[src/rtl/psd_pkg.sv]
// Shared types and constants of the point to segment distance unit.
package psd_pkg;

	// Width of the squared distance result.
	localparam int DIST_BITS = 34;

	// Depth of the queue between the classifying front end and the arithmetic back end.
	localparam int QUEUE_DEPTH = 4;
	localparam int QUEUE_PTR_W = $clog2(QUEUE_DEPTH);

	// How the projection parameter of an item is obtained.
	typedef enum logic [1:0] {
		T_ZERO,
		T_ONE,
		T_DIV
	} t_kind_t;

	// Control that travels with an item from the front end to the back end.
	typedef struct packed {
		t_kind_t kind;
		logic    degen;
	} item_ctrl_t;

endpackage

[src/rtl/psd_queue.sv]
// Small first-in first-out queue between the front end and the back end.
module psd_queue
	import psd_pkg::*;
#(
	parameter int WIDTH = 8
) (
	input  logic             clk,
	input  logic             arst_n,
	input  logic             push_valid,
	output logic             push_ready,
	input  logic [WIDTH-1:0] push_data,
	output logic             pop_valid,
	input  logic             pop_ready,
	output logic [WIDTH-1:0] pop_data
);

	logic [WIDTH-1:0]       mem_q [QUEUE_DEPTH];
	logic [QUEUE_PTR_W-1:0] wr_q;
	logic [QUEUE_PTR_W-1:0] rd_q;
	logic [QUEUE_PTR_W:0]   cnt_q;
	logic                   push;
	logic                   pop;

	assign push_ready = (cnt_q != (QUEUE_PTR_W+1)'(QUEUE_DEPTH));
	assign pop_valid  = (cnt_q != '0);
	assign pop_data   = mem_q[rd_q];
	assign push       = push_valid && push_ready;
	assign pop        = pop_valid && pop_ready;

	always_ff @(posedge clk or negedge arst_n) begin
		if (!arst_n) begin
			wr_q  <= '0;
			rd_q  <= '0;
			cnt_q <= '0;
		end else begin
			if (push) begin
				wr_q <= wr_q + 1'b1;
			end
			if (pop) begin
				rd_q <= rd_q + 1'b1;
			end
			if (push && !pop) begin
				cnt_q <= cnt_q + 1'b1;
			end else if (pop && !push) begin
				cnt_q <= cnt_q - 1'b1;
			end
		end
	end

	always_ff @(posedge clk) begin
		if (push) begin
			mem_q[wr_q] <= push_data;
		end
	end

endmodule

[config.mk]
export PLATFORM = sky130hd
export DESIGN_NAME = psd_queue
export DESIGN_NICKNAME = d
export VERILOG_FILES = /design/src/rtl/psd_pkg.sv /design/src/rtl/psd_queue.sv
export SDC_FILE = /design/constraint.sdc
export NUM_CORES = 1
export LEC_CHECK = 0
export ABC_AREA = 1
export ABC_CLOCK_PERIOD_IN_PS = 2700
export BUFFER_PORTS_ARGS = -buffer_cell sky130_fd_sc_hd__buf_4
export CAP_MARGIN = 20
export CORE_UTILIZATION = 30
export CTS_CLUSTER_SIZE = 10
export DETAILED_ROUTE_END_ITERATION = 10
export SYNTH_ARGS = -nofsm -noshare
export SYNTH_HDL_FRONTEND = slang
export SYNTH_SLANG_ARGS = --single-unit
[constraint.sdc]
create_clock -name clk -period 2.7 [get_ports clk]
set_clock_uncertainty 0.05 [all_clocks]
set_input_delay 0.54 -clock clk [delete_from_list [all_inputs] [get_ports clk]]
set_output_delay 0.54 -clock clk [all_outputs]
set_load 0.005 [all_outputs]
==> flow_summary.ini, run 1 <==
[sta]
rsz0062_at_grt = no
finalSetupTns_ns = 0
tightest_slew_ns = 0.494
hold_viol_final = 0
slew_headroom_pct = 67.0
fin_hold_ws_ns = 0.395
period_needed_ns = 2.10
maxSlewViolCount = 0
fmax_ghz = 0.475
fin_ws_ns = 0.597
setup_viol = 0
fin_crit_sh_pct = 77.9

[clock_tree]
cts.sinks = 39
cts_resized = 0
root_buffer = clkbuf_8
clk_latency_ns = 0.29
clk_pin_slew_ns = 0.08
cts_htree_levels = 2
numCtsBuffers = 5
cts_setup_buffers = 0
cts_tree = done
clockBufferDepth = 2

[routing]
drt_iter0_drc = 54
route.vias.total = 1081
wl_um = 2910
drc_errors = 0
dr.pass1.iters = 3
antenna_left = 0
via_per_inst = 4.26
routed_wire_length_per_instance_um = 11.4

[power_and_ir_drop]
internal-power_w = 0.00142
power_density_nw_per_um2 = 1030
irDropWorstVdd_v = 0.000261
share_seq_of_total_power_pct = 41.7
p_leak_nw = 0.924
switchingPower_w = 0.000730
clock_power_share_pct = 22.2
switching_share_pct = 33.9
combPwrFrac_pct = 36.2

[setup_path]
worst-setup-path-type = reg -> out
cp_max_fo = 33
critPathRequiredTime_ns = 2.11
startpoint_type = flop
arrival_ns = 1.51
worst_setup_path_end_kind = primary output
ff2ff_setup_slack_ns = 0.80

[global_route]
grt_overflow = 0
grt_pass1_wl_um = 4820
top_usage_layer = met2
use_met2_pct = 17.8
use_met3_pct = 2.94
grt_use_total_pct = 11.0
first_global_vias = 994
gr-usage-met1_pct = 13.4
grt_max_degree = 34
antenna_found_initial = 0

[placement]
place_ws_ns = 0.790
dp_hpwl_um = 1960
placed_cells = 245
gp_congestion = 0.662
place.port_buffers = 21

[synthesis]
ys_seq_area_share_pct = 65.6
yosys_warnings = 0
synth_cell_types = 17
synth_top_cell_by_area = edfxtp_1
syn_inst = 152
synth_area_per_cell_um2 = 11.4
yosys_register_bits = 39
synth_compound_area_share_pct = 7.23
synth-adder-area-share_pct = 4.77
synth_top_family_by_area = simple AND/OR/NAND/NOR gates
synth_xor_area_share_pct = 0.506
synthTopCellsByArea = edfxtp_1 55%, dfrtp_1 10%, nand2_1 8.9%, o211ai_1 6.9%, inv_1 6.5%
synthMuxAreaShare_pct = 0
synth_nets = 170
synthSimpleGateAreaFrac_pct = 12.4
synth_top_area_share_pct = 55.5
synthesis.area_um2 = 1730

[floorplan]
die_w_um = 78.0
io_pins = 22
start_util_pct = 31.3
die_h_um = 78.0
core.rowCount = 27
dieArea_um2 = 6080
core_area_um2 = 5540

[finish]
stdcell_count = 254
n_antenna_cell = 0
syn_to_final_growth_pct = 20.6
final_core_util_pct = 37.7
nNetsFinal = 199
drive_above_1_share_pct = 19.8

[outcome]
status = finished, final reports clean

[run]
drv_cap = 0

[worst_hold_path]
hold_path_class = in -> reg
-- cell type report --
cell class                      instances  area [um^2]
Timing Repair Buffer                   26          198
Inverter                               32          120
Sequential cell                        39         1140
Clock buffer                            5         68.8
Multi-Input combinational cell         77          432
Tap cell                               72         90.1
Fill cell                             578         3450
Clock inverter                          3         43.8
-- routing by layer --
| layer | up-vias | wire [um] | part of all wire (%) |
|---|---|---|---|
| met5 | - | 0 | 0 |
| met4 | 0 | 76 | 2.6 |
| met3 | 5 | 103 | 3.5 |
| met2 | 16 | 1460 | 50 |
| met1 | 502 | 1260 | 43 |
| li1 | 558 | - | - |
-- repair_timing --
item	4_1_cts	5_1_grt
hold endpoints to repair	7	0
setup endpoints to repair	0	0
hold buffers	1	0
-- path summary, 6_finish.rpt --
path,from,to,cells after the start
setup / recovery,rd_q[0]$_DFFE_PN0P_,pop_data[6],5
hold / removal,push_data[0],mem_q[0][0]$_DFFE_PP_,1
setup reg to reg,cnt_q[1]$_DFFE_PN0P_,cnt_q[1]$_DFFE_PN0P_,9
hold reg to reg,rd_q[0]$_DFFE_PN0P_,rd_q[0]$_DFFE_PN0P_,2
max in group asynchronous,arst_n,rd_q[1]$_DFFE_PN0P_,2
min in group asynchronous,arst_n,wr_q[0]$_DFFE_PN0P_,2
-- worst max-delay path, stage by stage (launching register included) --
cell and delay (ns):
dfrtp_1 0.41, inv_2 0.38, nand2_1 0.10, o211ai_1 0.10, nand2_1 0.09, buf_4 0.14
-- layout by cell type, fill, tap and decap left out, types with 2 or more instances in the layout --
| cell type | count |
|---|---|
| buf_4 | 25 |
| clkbuf_8 | 5 |
| dfrtp_1 | 7 |
| edfxtp_1 | 32 |
| ha_1 | 5 |
| inv_1 | 30 |
| inv_2 | 2 |
| nand2_1 | 41 |
| nand3_1 | 6 |
| nor2_1 | 4 |
| o211ai_1 | 16 |
-- registers in the layout (all words and copies together) (netlist names) --
| signal | flops |
|---|---|
| cnt_q | 3 |
| mem_q | 32 |
| rd_q | 2 |
| wr_q | 2 |
-- cell families (layout without fill, tap and decap cells) --
family,after synthesis,count (layout)
flip-flops,39,39
AO/OA/AOI/OAI,17,17
adder cells (fa/ha/maj),6,6
AND/OR/NAND/NOR,53,53
buffers and inverters,36,66
XOR/XNOR,1,1
-- metrics by stage --
step	power [W]	cell area [um^2]
2_1_floorplan	0.00143	1730
3_3_place_gp	0.00169	1970
3_5_place_dp	0.00171	1970
4_1_cts	0.00219	2090
5_1_grt	0.00234	2090
6_report	0.00215	2090
-- power groups by stage --
stage               clock [W]  sequential (W)  combinational, W
floorplan                   0        0.000875          0.000554
global placement            0        0.000910          0.000784
detailed placement          0        0.000911          0.000796
CTS                  0.000490        0.000898          0.000800
global route         0.000522        0.000918          0.000906
finish               0.000478        0.000897          0.000779
-- synth_stat cells --
cell,instances
buf_4,1
xnor2_1,1
dfrtp_1,7
nand3_2,1
nor2_1,4
inv_1,30
clkbuf_8,1
buf_6,2
o21ai_0,1
o211ai_1,16
nand4_1,1
nand2_1,41
edfxtp_1,32
ha_1,5
inv_2,2
fa_1,1
nand3_1,6
No activity file was read; power rests on OpenSTA's default activity.
==> run 2: changes to the inputs <==
--- a/config.mk
+++ b/config.mk
@@ -6,7 +6,7 @@
 export NUM_CORES = 1
 export LEC_CHECK = 0
 export ABC_AREA = 1
-export ABC_CLOCK_PERIOD_IN_PS = 2700
+export ABC_CLOCK_PERIOD_IN_PS = 1890
 export BUFFER_PORTS_ARGS = -buffer_cell sky130_fd_sc_hd__buf_4
 export CAP_MARGIN = 20
 export CORE_UTILIZATION = 30
==> constraint.sdc (replaced) <==
create_clock -name clk -period 1.89 [get_ports clk]
set_clock_uncertainty 0.05 [all_clocks]
set_input_delay 0.378 -clock clk [delete_from_list [all_inputs] [get_ports clk]]
set_output_delay 0.378 -clock clk [all_outputs]
set_load 0.005 [all_outputs]
==> run 2 against run 1 <==
Critical path depth rose by 1. Sequential share of layout area down 1.5 points. Register-to-register slack worse by 0.62 ns. Sequential cell count is the same. Final cell count grew 2.4%. Highest routed layer unchanged. Design area rose by 2.8%. Clock power grew 42%. Global-route usage increased by 0.084 points. Total power rose by 49%. Worst setup slack lost 0.48 ns. Die area unchanged. Routed wire length increased by 2.0%.
==> flow_summary.ini, run 2 (same netlist as run 1, synthesis figures left out) <==
[routing]
route.vias.total = 1095
drc_errors = 0
dr.pass1.iters = 3
via_per_inst = 4.21
wl_met2_um = 1490
routed_wire_length_per_instance_um = 11.4
highest-signal-layer = met4
wl_um = 2970
m1WireLength_um = 1300
met3_length_um = 87
antenna_left = 0
drt_iter0_drc = 45

[sta]
maxSlewViolCount = 0
tightest_slew_ns = 0.233
fin_hold_ws_ns = 0.232
rsz0062_at_grt = no
setup_viol = 0
fmax_ghz = 0.565
fin_crit_sh_pct = 93.7
slew_headroom_pct = 84.5
finalSetupTns_ns = 0
period_needed_ns = 1.77
hold_viol_final = 0

[clock_tree]
clk_pin_slew_ns = 0.08
clockBufferDepth = 2
root_buffer = clkbuf_8
numCtsBuffers = 5
cts.sinks = 39
cts_htree_levels = 2
cts_tree = done
clk_latency_ns = 0.29

[power_and_ir_drop]
irDropWorstVdd_v = 0.000402
share_seq_of_total_power_pct = 39.4
switchingPower_w = 0.00107
switching_share_pct = 33.4
combPwrFrac_pct = 39.4
p_leak_nw = 0.956
internal-power_w = 0.00214
power_density_nw_per_um2 = 1490
p_total_w = 0.00321
clock_power_share_pct = 21.2

[worst_hold_path]
hp-start = push_data[0]
min_delay_worst_endpoint = mem_q[0][0]$_DFFE_PP_
hold_path_class = in -> reg
holdPathStages = 1

[floorplan]
start_util_pct = 31.3
core.rowCount = 27
io_pins = 22
dieArea_um2 = 6080
core_area_um2 = 5540
die_w_um = 78.0
die_h_um = 78.0

[finish]
final_common_cell = nand2_1
largest_reg_flops = 32
regMostFlops = mem_q
fill_cells = 555
regArea_um2 = 1140
nNetsFinal = 205
finalInstanceArea_um2 = 2150
most-common-layout-cells = 41 x nand2_1, 32 x edfxtp_1, 30 x buf_4
largestRegisters = mem_q: 32 flops, cnt_q: 3 flops
syn_to_final_growth_pct = 23.9
stdcell_count = 260
n_antenna_cell = 0
drive_above_1_share_pct = 23.4
multi_input_area_um2 = 432

[setup_path]
r2r-start = cnt_q[0]$_DFFE_PN0P_
critPathRequiredTime_ns = 1.46
arrival_ns = 1.34
cp_common_cell = nand2_1
crit_slowest_cell = dfrtp_1
cpPeakStageDelay_ns = 0.41
startpoint_type = flop
cp_max_fo = 32
cp_num_buf_inv = 3
rr_endpoint = cnt_q[1]$_DFFE_PN0P_
crit_path_cell_trace = inv_2 > buf_12 > nand2_1 > o211ai_1 > nand2_1 > buf_4
worst-setup-path-type = reg -> out
crit_family = flip-flops
ff2ff_setup_slack_ns = 0.18
worst_setup_path_end_kind = primary output
reg2regPathDepth = 9

[global_route]
grt_overflow = 0
first_global_vias = 1016
grt_use_total_pct = 11.1
grt_max_degree = 33
grt_pass1_wl_um = 4890
antenna_found_initial = 0

[placement]
placed_cells = 249
gp_congestion = 0.747
dp_hpwl_um = 2040
place.port_buffers = 21
placed_cell_area_um2 = 2010

[run]
drv_cap = 0

[outcome]
status = finished, final reports clean
-- run 2: cell count changes in the layout (fill, tap and decap cells not counted) --
| cell | previous run | this run |
|---|---|---|
| inv_2 | 2 | 4 |
| buf_12 | 0 | 1 |
| inv_1 | 30 | 28 |
| buf_4 | 25 | 30 |
-- run 2: worst max path at each step --
stage / startpoint / end / slack (ns) / cells after the start
after global routing: rd_q[0]$_DFFE_PN0P_ / pop_data[3] / 0.005 / 6
after floorplan: cnt_q[0]$_DFFE_PN0P_ / cnt_q[1]$_DFFE_PN0P_ / 0.12 / 9
final: rd_q[0]$_DFFE_PN0P_ / pop_data[7] / 0.12 / 6
after global placement: cnt_q[0]$_DFFE_PN0P_ / cnt_q[1]$_DFFE_PN0P_ / 0.17 / 9
after detailed placement: cnt_q[0]$_DFFE_PN0P_ / cnt_q[1]$_DFFE_PN0P_ / 0.12 / 9
after CTS: rd_q[0]$_DFFE_PN0P_ / pop_data[3] / 0.10 / 6
-- run 2: worst register-to-register path, delay by kind of cell, from the launching register on --
kind | cells | cell delay [ns]
flops | 1 | 0.40
fa+ha+maj | 2 | 0.61
simple gates | 3 | 0.26
compound gates | 1 | 0.07
buf+inv | 3 | 0.21
-- run 2: per-layer routing --
metal | global-route usage, % | vias to the layer above
met3 | 2.24 | 7
li1 | - | 567
met5 | 0 | -
met4 | 8.33 | 0
met2 | 18.0 | 19
met1 | 13.0 | 502
-- run 2: power groups by stage --
stage,clock network (W),registers [W],logic [W]
floorplan,0,0.00125,0.000791
global placement,0,0.00128,0.00123
detailed placement,0,0.00129,0.00126
CTS,0.000704,0.00127,0.00126
global route,0.000734,0.00128,0.00144
finish,0.000681,0.00126,0.00126
-- run 2: cell type report --
class | count | area share, %
Timing Repair Buffer | 32 | 11.9
Inverter | 32 | 5.60
Tap cell | 72 | 4.20
Clock buffer | 5 | 3.21
Sequential cell | 39 | 52.9
Multi-Input combinational cell | 77 | 20.1
Clock inverter | 3 | 2.04
-- run 2: through the flow --
stage	utilization, %	worst slack [ns]
3_5_place_dp	36.2	0.116
5_1_grt	38.7	0.00470
2_1_floorplan	-	0.121
3_3_place_gp	36.2	0.168
4_1_cts	38.5	0.100
6_report	38.7	0.119
-- run 2: repair_timing --
action | 4_1_cts | 5_1_grt
hold buffers | 1 | 0
setup buffers | 0 | 2
endpoints found under the setup margin | 0 | 2
endpoints found under the hold margin | 7 | 0
gates resized for setup | 0 | 2
